--- config.mk ---
export PLATFORM = sky130hd
export DESIGN_NAME = message_to_publish_reframer_flat
export DESIGN_NICKNAME = d
export VERILOG_FILES = /design/src/sv/mpr_pkg.sv /design/src/sv/mpr_req_if.sv /design/src/sv/mpr_rsp_if.sv /design/src/sv/mpr_front.sv /design/src/sv/mpr_queue.sv /design/src/sv/mpr_back.sv /design/src/sv/message_to_publish_reframer.sv /design/src/flat_wrapper.sv
export SDC_FILE = /design/constraint.sdc
export NUM_CORES = 1
export LEC_CHECK = 0
export BUFFER_PORTS_ARGS = -buffer_cell sky130_fd_sc_hd__buf_2
export CAP_MARGIN = 20
export CORE_MARGIN = 2
export CORE_UTILIZATION = 56
export CTS_CLUSTER_DIAMETER = 50
export CTS_CLUSTER_SIZE = 8
export DETAILED_ROUTE_END_ITERATION = 10
export GPL_TIMING_DRIVEN = 0
export PLACE_DENSITY = 0.75
export SKIP_LAST_GASP = 1
export SYNTH_ARGS = -nofsm -noshare
export SYNTH_HDL_FRONTEND = slang
export SYNTH_SLANG_ARGS = --single-unit
--- constraint.sdc ---
create_clock -name clock -period 3.35 [get_ports clock]
set_input_delay 0.335 -clock clock [delete_from_list [all_inputs] [get_ports clock]]
set_output_delay 0.335 -clock clock [all_outputs]
set_load 0.01 [all_outputs]
--- src/sv/mpr_pkg.sv ---
// mpr_pkg: shared types and constants of the message-to-publish reframer
// used by every module of the block; depends on nothing
package mpr_pkg;

   localparam int PREFIX_BYTES = 4;
   localparam int PLEN_BYTES   = 4;
   localparam int SUBJ_LIMIT   = 256;
   localparam int QUEUE_DEPTH  = 4;
   localparam int CMD_BYTES    = 4;

   // parse phases, one-hot
   typedef enum logic [9:0] {
      PH_PRE  = 10'b00_0000_0001,
      PH_SHI  = 10'b00_0000_0010,
      PH_SLO  = 10'b00_0000_0100,
      PH_SUBJ = 10'b00_0000_1000,
      PH_HHI  = 10'b00_0001_0000,
      PH_HLO  = 10'b00_0010_0000,
      PH_HDR  = 10'b00_0100_0000,
      PH_PLEN = 10'b00_1000_0000,
      PH_PAY  = 10'b01_0000_0000,
      PH_DONE = 10'b10_0000_0000
   } phase_type;

   // work handed from the parser to the emitter: up to four bytes and frame status
   typedef struct packed {
      logic [2:0]                 count;
      logic [CMD_BYTES-1:0][7:0]  data;
      logic                       last;
      logic                       err;
      logic                       hdrs;
   } cmd_type;

endpackage

--- src/sv/mpr_req_if.sv ---
// mpr_req_if: input byte channel of the reframer (valid/ready handshake)
// standalone; carries one frame byte per transaction
interface mpr_req_if;
   logic       valid;
   logic       ready;
   logic [7:0] in_byte;
   logic       in_last;

   modport source (output valid, output in_byte, output in_last, input ready);
   modport sink   (input valid, input in_byte, input in_last, output ready);
endinterface

--- src/sv/mpr_rsp_if.sv ---
// mpr_rsp_if: result channel of the reframer (valid/ready handshake)
// standalone; carries one rewritten byte or a status-only result per transaction
interface mpr_rsp_if;
   logic       valid;
   logic       ready;
   logic [7:0] out_byte;
   logic       out_valid;
   logic       out_last;
   logic       frame_error;
   logic       has_headers;

   modport source (output valid, output out_byte, output out_valid, output out_last,
                   output frame_error, output has_headers, input ready);
   modport sink   (input valid, input out_byte, input out_valid, input out_last,
                   input frame_error, input has_headers, output ready);
endinterface

--- src/sv/mpr_front.sv ---
// mpr_front: frame parser, turns one input byte per cycle (unless q_full) into at most one command
// depends on mpr_pkg and mpr_req_if
module mpr_front (
   input  logic              clock,
   input  logic              reset,
   mpr_req_if.sink           req,
   input  logic              q_full,
   output logic              q_push,
   output mpr_pkg::cmd_type  q_cmd
);
   import mpr_pkg::*;

   phase_type   phase_ff, phase_in;
   logic [31:0] rem_ff, rem_in;
   logic [31:0] len_ff, len_in;
   logic        err_ff, err_in;
   logic        hdr_ff, hdr_in;

   logic        accept;
   logic [7:0]  b;
   logic [15:0] v16;
   logic [31:0] rem_dec;
   logic [31:0] len_shift;
   logic        rem_one;
   logic [2:0]  cnt;
   logic [CMD_BYTES-1:0][7:0] data;
   logic        err_fin;

   assign req.ready = !q_full;
   assign accept    = req.valid && req.ready;
   assign b         = req.in_byte;
   assign v16       = {len_ff[7:0], b};
   assign rem_dec   = rem_ff - 32'd1;
   assign rem_one   = (rem_ff == 32'd1);
   assign len_shift = {len_ff[23:0], b};

   always_comb begin
      phase_in = phase_ff;
      rem_in   = rem_ff;
      len_in   = len_ff;
      err_in   = err_ff;
      hdr_in   = hdr_ff;
      cnt      = 3'd0;
      data     = '0;
      if (!err_ff) begin
         case (phase_ff)
            PH_PRE: begin
               rem_in = rem_dec;
               if (rem_one) phase_in = PH_SHI;
            end
            PH_SHI: begin
               len_in   = {24'd0, b};
               phase_in = PH_SLO;
            end
            PH_SLO: begin
               if (v16 == 16'd0 || v16 >= 16'(SUBJ_LIMIT)) begin
                  err_in = 1'b1;
               end else begin
                  data[0]  = v16[15:8];
                  data[1]  = v16[7:0];
                  cnt      = 3'd2;
                  rem_in   = {16'd0, v16};
                  phase_in = PH_SUBJ;
               end
            end
            PH_SUBJ: begin
               data[0] = b;
               cnt     = 3'd1;
               rem_in  = rem_dec;
               if (rem_one) phase_in = PH_HHI;
            end
            PH_HHI: begin
               len_in   = {24'd0, b};
               phase_in = PH_HLO;
            end
            PH_HLO: begin
               cnt = 3'd2;
               if (v16 != 16'd0) begin
                  data[2]  = v16[15:8];
                  data[3]  = v16[7:0];
                  cnt      = 3'd4;
                  hdr_in   = 1'b1;
                  rem_in   = {16'd0, v16};
                  phase_in = PH_HDR;
               end else begin
                  rem_in   = 32'(PLEN_BYTES);
                  len_in   = 32'd0;
                  phase_in = PH_PLEN;
               end
            end
            PH_HDR: begin
               data[0] = b;
               cnt     = 3'd1;
               rem_in  = rem_dec;
               if (rem_one) begin
                  rem_in   = 32'(PLEN_BYTES);
                  len_in   = 32'd0;
                  phase_in = PH_PLEN;
               end
            end
            PH_PLEN: begin
               len_in = len_shift;
               rem_in = rem_dec;
               if (rem_one) begin
                  if (len_shift == 32'd0) begin
                     phase_in = PH_DONE;
                  end else begin
                     rem_in   = len_shift;
                     phase_in = PH_PAY;
                  end
               end
            end
            PH_PAY: begin
               data[0] = b;
               cnt     = 3'd1;
               rem_in  = rem_dec;
               if (rem_one) phase_in = PH_DONE;
            end
            default: begin
               // byte after the payload is complete
               err_in = 1'b1;
            end
         endcase
      end
   end

   // a short frame is caught at its final byte
   assign err_fin = err_in || (phase_in != PH_DONE);

   assign q_push     = accept && ((cnt != 3'd0) || req.in_last);
   assign q_cmd.count = cnt;
   assign q_cmd.data  = data;
   assign q_cmd.last  = req.in_last;
   assign q_cmd.err   = req.in_last && err_fin;
   assign q_cmd.hdrs  = req.in_last && hdr_in && !err_fin;

   always_ff @(posedge clock) begin
      if (reset) begin
         phase_ff <= PH_PRE;
         rem_ff   <= 32'(PREFIX_BYTES);
         len_ff   <= 32'd0;
         err_ff   <= 1'b0;
         hdr_ff   <= 1'b0;
      end else if (accept) begin
         if (req.in_last) begin
            phase_ff <= PH_PRE;
            rem_ff   <= 32'(PREFIX_BYTES);
            len_ff   <= 32'd0;
            err_ff   <= 1'b0;
            hdr_ff   <= 1'b0;
         end else begin
            phase_ff <= phase_in;
            rem_ff   <= rem_in;
            len_ff   <= len_in;
            err_ff   <= err_in;
            hdr_ff   <= hdr_in;
         end
      end
   end

endmodule

--- src/sv/mpr_queue.sv ---
// mpr_queue: short command queue between the parser and the emitter
// depends on mpr_pkg
module mpr_queue #(
   parameter int Depth = mpr_pkg::QUEUE_DEPTH
) (
   input  logic              clock,
   input  logic              reset,
   input  logic              push,
   input  mpr_pkg::cmd_type  push_cmd,
   input  logic              pop,
   output mpr_pkg::cmd_type  head_cmd,
   output logic              full,
   output logic              empty
);
   import mpr_pkg::*;

   localparam int PtrW = (Depth > 1) ? $clog2(Depth) : 1;
   localparam int CntW = $clog2(Depth + 1);

   cmd_type             entry_ff [Depth];
   logic [PtrW-1:0]     wr_ptr_ff, wr_ptr_in;
   logic [PtrW-1:0]     rd_ptr_ff, rd_ptr_in;
   logic [CntW-1:0]     count_ff, count_in;
   logic                do_push, do_pop;

   assign full     = (count_ff == CntW'(Depth));
   assign empty    = (count_ff == '0);
   assign do_push  = push && !full;
   assign do_pop   = pop && !empty;
   assign head_cmd = entry_ff[rd_ptr_ff];

   always_comb begin
      wr_ptr_in = wr_ptr_ff;
      rd_ptr_in = rd_ptr_ff;
      count_in  = count_ff;
      if (do_push) begin
         wr_ptr_in = (wr_ptr_ff == PtrW'(Depth - 1)) ? '0 : wr_ptr_ff + 1'b1;
      end
      if (do_pop) begin
         rd_ptr_in = (rd_ptr_ff == PtrW'(Depth - 1)) ? '0 : rd_ptr_ff + 1'b1;
      end
      if (do_push && !do_pop) count_in = count_ff + 1'b1;
      else if (do_pop && !do_push) count_in = count_ff - 1'b1;
   end

   always_ff @(posedge clock) begin
      if (reset) begin
         wr_ptr_ff <= '0;
         rd_ptr_ff <= '0;
         count_ff  <= '0;
      end else begin
         wr_ptr_ff <= wr_ptr_in;
         rd_ptr_ff <= rd_ptr_in;
         count_ff  <= count_in;
      end
   end

   always_ff @(posedge clock) begin
      if (do_push) entry_ff[wr_ptr_ff] <= push_cmd;
   end

endmodule

--- src/sv/mpr_back.sv ---
// mpr_back: emitter, walks the bytes of each command into the output register
// depends on mpr_pkg and mpr_rsp_if
module mpr_back (
   input  logic              clock,
   input  logic              reset,
   input  mpr_pkg::cmd_type  head_cmd,
   input  logic              q_empty,
   output logic              q_pop,
   mpr_rsp_if.source         rsp
);
   import mpr_pkg::*;

   logic [1:0] idx_ff, idx_in;
   logic       valid_ff;
   logic [7:0] byte_ff;
   logic       dvalid_ff;
   logic       last_ff;
   logic       err_ff;
   logic       hdrs_ff;

   logic       load;
   logic       take;
   logic       final_byte;
   logic [1:0] last_idx;

   assign load     = !valid_ff || rsp.ready;
   assign take     = load && !q_empty;
   assign last_idx = (head_cmd.count == 3'd0) ? 2'd0 : 2'(head_cmd.count - 3'd1);
   assign final_byte = (idx_ff == last_idx);
   assign q_pop    = take && final_byte;
   assign idx_in   = final_byte ? 2'd0 : idx_ff + 2'd1;

   always_ff @(posedge clock) begin
      if (reset) begin
         valid_ff <= 1'b0;
         idx_ff   <= 2'd0;
      end else if (load) begin
         valid_ff <= !q_empty;
         if (take) idx_ff <= idx_in;
      end
   end

   always_ff @(posedge clock) begin
      if (take) begin
         // a command with no bytes is a status-only transaction
         dvalid_ff <= (head_cmd.count != 3'd0);
         byte_ff   <= (head_cmd.count != 3'd0) ? head_cmd.data[idx_ff] : 8'd0;
         last_ff   <= head_cmd.last && final_byte;
         err_ff    <= head_cmd.err && final_byte;
         hdrs_ff   <= head_cmd.hdrs && final_byte;
      end
   end

   assign rsp.valid       = valid_ff;
   assign rsp.out_byte    = byte_ff;
   assign rsp.out_valid   = dvalid_ff;
   assign rsp.out_last    = last_ff;
   assign rsp.frame_error = err_ff;
   assign rsp.has_headers = hdrs_ff;

endmodule

--- src/sv/message_to_publish_reframer.sv ---
// message_to_publish_reframer: top level, rewrites a message frame into publish layout
// depends on mpr_pkg, mpr_req_if, mpr_rsp_if, mpr_front, mpr_queue, mpr_back
//
//   channel  direction  payload                                             
//   req_if   in         in_byte, in_last                                    
//   rsp_if   out        out_byte, out_valid, out_last, frame_error, has_headers
//
// one input byte per cycle unless req_if.ready is low; its results leave one per cycle
// through the output register while rsp_if.ready is high; bytes that open a subject or
// header block give two or four results, so the emitter falls behind there and the
// command queue fills; req_if.ready drops only when it is full; synchronous reset returns
// the parser to the prefix phase and empties queue and output
module message_to_publish_reframer #(
   parameter int QueueDepth = mpr_pkg::QUEUE_DEPTH
) (
   input  logic      clock,
   input  logic      reset,
   mpr_req_if.sink   req_if,
   mpr_rsp_if.source rsp_if
);
   import mpr_pkg::*;

   cmd_type push_cmd;
   cmd_type head_cmd;
   logic    q_push, q_pop, q_full, q_empty;

   mpr_front u_front (
      .clock  (clock),
      .reset  (reset),
      .req    (req_if),
      .q_full (q_full),
      .q_push (q_push),
      .q_cmd  (push_cmd)
   );

   mpr_queue #(
      .Depth (QueueDepth)
   ) u_queue (
      .clock    (clock),
      .reset    (reset),
      .push     (q_push),
      .push_cmd (push_cmd),
      .pop      (q_pop),
      .head_cmd (head_cmd),
      .full     (q_full),
      .empty    (q_empty)
   );

   mpr_back u_back (
      .clock    (clock),
      .reset    (reset),
      .head_cmd (head_cmd),
      .q_empty  (q_empty),
      .q_pop    (q_pop),
      .rsp      (rsp_if)
   );

endmodule

--- src/flat_wrapper.sv ---
// flat-port wrapper written by rule: the top's interface ports become plain ports
module message_to_publish_reframer_flat import mpr_pkg::*;
#(
   parameter int QueueDepth = mpr_pkg::QUEUE_DEPTH
)
  (clock, reset, req_if_valid, req_if_in_byte, req_if_in_last, req_if_ready, rsp_if_valid, rsp_if_out_byte, rsp_if_out_valid, rsp_if_out_last, rsp_if_frame_error, rsp_if_has_headers, rsp_if_ready);
  mpr_req_if req_if_i ();
  mpr_rsp_if rsp_if_i ();
  input  logic clock;
  input  logic reset;
  input wire logic [$bits(req_if_i.valid)-1:0] req_if_valid;
  input wire logic [$bits(req_if_i.in_byte)-1:0] req_if_in_byte;
  input wire logic [$bits(req_if_i.in_last)-1:0] req_if_in_last;
  output wire logic [$bits(req_if_i.ready)-1:0] req_if_ready;
  output wire logic [$bits(rsp_if_i.valid)-1:0] rsp_if_valid;
  output wire logic [$bits(rsp_if_i.out_byte)-1:0] rsp_if_out_byte;
  output wire logic [$bits(rsp_if_i.out_valid)-1:0] rsp_if_out_valid;
  output wire logic [$bits(rsp_if_i.out_last)-1:0] rsp_if_out_last;
  output wire logic [$bits(rsp_if_i.frame_error)-1:0] rsp_if_frame_error;
  output wire logic [$bits(rsp_if_i.has_headers)-1:0] rsp_if_has_headers;
  input wire logic [$bits(rsp_if_i.ready)-1:0] rsp_if_ready;
  assign req_if_i.valid = req_if_valid;
  assign req_if_i.in_byte = req_if_in_byte;
  assign req_if_i.in_last = req_if_in_last;
  assign req_if_ready = req_if_i.ready;
  assign rsp_if_valid = rsp_if_i.valid;
  assign rsp_if_out_byte = rsp_if_i.out_byte;
  assign rsp_if_out_valid = rsp_if_i.out_valid;
  assign rsp_if_out_last = rsp_if_i.out_last;
  assign rsp_if_frame_error = rsp_if_i.frame_error;
  assign rsp_if_has_headers = rsp_if_i.has_headers;
  assign rsp_if_i.ready = rsp_if_ready;
  message_to_publish_reframer #(.QueueDepth(QueueDepth)) u_core (.clock(clock), .reset(reset), .req_if(req_if_i), .rsp_if(rsp_if_i));
endmodule
==> insert_results.sql <==
INSERT INTO impl_metrics (metric_group, metric, value, unit) VALUES
('clock_tree', 'cts_tree', 'built', ''),
('placement', 'buffer_ports.inserted', '26', ''),
('logic_synthesis', 'post_synth_most_frequent_cells', '164 x edfxtp_1, 83 x nand2_1, 80 x dfxtp_1', ''),
('sta', 'timing.final.ws_setup', '-0.07261', 'ns'),
('sta', 'setup_viol', '1', ''),
('logic_synthesis', 'synth_top_cell_area_share', '0.4447', ''),
('die', 'fp.dieArea', '20910', 'sq um'),
('logic_synthesis', 'synthCells', '867', ''),
('die', 'num_rows', '51', ''),
('route', 'detail_route.iter0.violations', '797', ''),
('logic_synthesis', 'yosysWarningCount', '0', ''),
('sta', 'final_max_slew_viol_count', '0', ''),
('logic_synthesis', 'synth_seq_area_share', '0.5894', ''),
('sta', 'final.setup.tns', '-0.07261', 'ns'),
('grt', 'global_route_wire_length_before_repair', '42.29', 'mm'),
('logic_synthesis', 'post_syn_nets', '889', ''),
('route', 'drt_first_pass_iters', '6', ''),
('logic_synthesis', 'yosys_most_used_dff', 'edfxtp_1', ''),
('power_and_ir_drop', 'leakage', '4.553', 'nW'),
('clock_tree', 'htree_num_levels', '2', ''),
('sta', 'maxSlewHeadroom', '0.2636', ''),
('route', 'count_of_vias_placed_by_the_detailed_router', '7829', ''),
('power_and_ir_drop', 'power.density', '747.6', 'nW/um^2'),
('hold_path', 'hold_path_class', 'input pin to flop', ''),
('die', 'io-pin-count', '27', ''),
('sta', 'post-route-period-util', '1.022', ''),
('clock_tree', 'cts-buffers-inserted', '37', ''),
('worst_setup_path', 'worstSetupPathType', 'flop to flop', ''),
('final_layout', 'fin_nets', '959', ''),
('hold_path', 'hp-start', 'rsp_if_ready', ''),
('sta', 'worst_slew_pin_slew', '1.096', 'ns'),
('route', 'detail_route.wl_per_cell', '22.48', 'microns'),
('outcome', 'failed_checks', 'setup timing', ''),
('die', 'floorplan.core_area', '19460', 'sq um'),
('worst_setup_path', 'ff_to_ff_path_depth', '13', ''),
('grt', 'maximum_number_of_pins_on_one_net_before_global_route_repair', '39', ''),
('die', 'start_util', '0.5689', ''),
('worst_setup_path', 'critical_path.reg2reg.startpoint', 'u_core.u_front.len_ff[0]$_SDFFE_PP0P_', ''),
('grt', 'met3_use_gr', '0.04702', ''),
('grt', 'global_route.usage.met2', '0.4482', ''),
('final_layout', 'utilization', '0.6611', ''),
('worst_setup_path', 'arrival', '3.85', 'ns'),
('final_layout', 'layout-drive-gt1-share', '0.1896', ''),
('worst_setup_path', 'worstPathRequired', '3.78', 'ns'),
('grt', 'antenna_violations_before_repair', '0', ''),
('hold_path', 'min_delay_worst_endpoint', 'u_core.u_back.rsp.valid$_SDFFE_PP0N_', ''),
('clock_tree', 'path_clk_slew', '0.05', 'ns'),
('route', 'post-route-drc-count', '0', ''),
('logic_synthesis', 'syn_avg_cell_area', '12.77', 'sq um'),
('worst_setup_path', 'crit_path_top_delay_cell', 'or4_1', ''),
('die', 'chipHeight', '144.6', 'microns'),
('hold_path', 'hold_path_depth', '4', ''),
('worst_setup_path', 'r2r_slack', '-0.07', 'ns'),
('clock_tree', 'post_cts_hold_buffer_count', '0', ''),
('grt', 'gr_ovfl_total', '0', ''),
('worst_setup_path', 'critical_path.endpoint_type', 'flop', ''),
('worst_setup_path', 'critical_path.max_stage_delay', '0.55', 'ns'),
('logic_synthesis', 'post_synth_num_cell_types', '73', ''),
('die', 'die_width', '144.6', 'microns'),
('run', 'cap_violations', '0', ''),
('outcome', 'status', 'finished, violations left', ''),
('sta', 'rsz0062_at_grt', 'true', ''),
('sta', 'worst_clock_skew', '0.01615', 'ns'),
('logic_synthesis', 'most_numerous_cell_in_the_yosys_netlist', 'edfxtp_1', ''),
('logic_synthesis', 'synth-edff-count', '164', ''),
('logic_synthesis', 'netlist.top_cell.by_area', 'edfxtp_1', ''),
('route', 'viasPerCell', '6.360', ''),
('worst_setup_path', 'crit_path_cell_trace', 'or4_1, a211oi_2, and2_4, clkbuf_16, o21a_4, o41a_1, buf_4, ha_2, inv_1, fa_2, xor2_1, or3_1, a21oi_1', ''),
('clock_tree', 'cts_root_buffer', 'clkbuf_16', ''),
('power_and_ir_drop', 'worst_supply_voltage_drop_on_vdd', '0.5702', 'mV'),
('final_layout', 'seqCellArea', '6529', 'sq um');
-- stage by stage --
step / area (sq um) / std cells / hold slack, ns / setup WS, ns
floorplan: 11080 / 867 / 0.4255 / 0.05248
finish: 12870 / 1231 / 0.1350 / -0.07261
CTS: 12830 / 1231 / 0.1144 / 0.004449
global placement: 11540 / 1158 / 0.4432 / -0.8771
global route: 12860 / 1230 / 0.1585 / -0.1811
detailed placement: 11580 / 1161 / 0.4504 / -0.6939
-- where the power goes --
part           internal [mW]  leakage [nW]  total (mW)  switching, mW
logic                   1.10          1.82        2.43           1.33
registers               3.51          2.19        3.68          0.165
clock network           2.23         0.542        3.52           1.28
-- cells by family after synthesis --
| group | after synthesis | synth area share |
|---|---|---|
| compound gates | 140 | 0.08407 |
| xor+xnor | 17 | 0.01345 |
| fa+ha+maj | 9 | 0.01085 |
| buf+inv | 60 | 0.02350 |
| flops | 244 | 0.5894 |
| mux | 76 | 0.1209 |
| simple gates | 321 | 0.1579 |
-- critical path: cells and delay by family, from the launching register on --
| kind | cells | cell delay [ns] |
|---|---|---|
| xor+xnor | 1 | 0.16 |
| flops | 1 | 0.37 |
| fa+ha+maj | 2 | 0.62 |
| simple gates | 3 | 1.07 |
| buf+inv | 3 | 0.38 |
| compound gates | 4 | 0.75 |
-- cell usage in the layout, fill, tap and decap left out, types with 6 or more instances in the layout --
cell type / count
and3_1: 28
o21ai_1: 10
xnor2_1: 6
xor2_1: 11
a21oi_1: 33
clkbuf_16: 39
nor2_1: 40
nor4_1: 21
or3_1: 11
nand3_1: 20
a22oi_1: 11
inv_1: 12
nor3_1: 29
mux2i_1: 28
and2_1: 11
nand2_1: 83
clkbuf_1: 47
dfxtp_1: 78
edfxtp_1: 164
or4_1: 10
o2bb2ai_1: 6
buf_2: 36
nand4_1: 9
ha_1: 7
mux4_2: 46
nor2b_1: 13
o21ai_0: 30
-- layout make-up --
class | count | area share
Tap cell | 265 | 0.02577
Sequential cell | 244 | 0.5074
Multi-Input combinational cell | 563 | 0.3398
Timing Repair Buffer | 35 | 0.01673
Clock buffer | 63 | 0.08275
Inverter | 12 | 0.003501
Antenna cell | 1 | 0.0001945
Buffer | 44 | 0.01838
Clock inverter | 4 | 0.005445
-- sequential cells by signal, indices dropped and copies added (netlist names), named ones only --
signal	flops
u_core.u_front.err_ff	1
u_core.u_back.idx_ff	2
u_core.u_front.len_ff	24
u_core.u_front.rem_ff	32
u_core.u_back.rsp.out_valid	1
u_core.u_queue.entry_ff	152
u_core.u_front.phase_ff	10
u_core.u_queue.count_ff	3
u_core.u_back.rsp.out_byte	8
u_core.u_front.hdr_ff	1
u_core.u_queue.rd_ptr_ff	2
u_core.u_back.rsp.frame_error	1
u_core.u_queue.wr_ptr_ff	2
u_core.u_back.rsp.valid	1
u_core.u_back.rsp.has_headers	1
u_core.u_back.rsp.out_last	1
-- metal layers --
layer	part of all wire	up-vias
met3	0.073	83
met5	0	-
li1	-	3523
met2	0.49	361
met4	0.032	0
met1	0.40	3862
-- what timing repair did --
item,in CTS,in global routing
pin swaps,3,0
buffers inserted,4,0
resized for setup,22,4
setup endpoints to repair,155,168
-- worst max path at each step --
stage / start / to / slack (ns) / cells past startpoint
after floorplan: flop / u_core.u_queue.count_ff[2]$_SDFFE_PP0P_ / 0.05 / 13
after global placement: u_core.u_front.phase_ff[1]$_SDFFE_PP0P_ / u_core.u_queue.count_ff[2]$_SDFFE_PP0P_ / -0.88 / 13
after detailed placement: u_core.u_front.len_ff[5]$_SDFFE_PP0P_ / u_core.u_queue.count_ff[2]$_SDFFE_PP0P_ / -0.69 / 13
after CTS: u_core.u_front.len_ff[0]$_SDFFE_PP0P_ / u_core.u_queue.count_ff[2]$_SDFFE_PP0P_ / 0.004 / 13
after global routing: u_core.u_front.len_ff[4]$_SDFFE_PP0P_ / u_core.u_queue.count_ff[2]$_SDFFE_PP0P_ / -0.18 / 13
final: u_core.u_front.len_ff[0]$_SDFFE_PP0P_ / u_core.u_queue.count_ff[2]$_SDFFE_PP0P_ / -0.07 / 13
No activity file was read; power rests on OpenSTA's default activity.
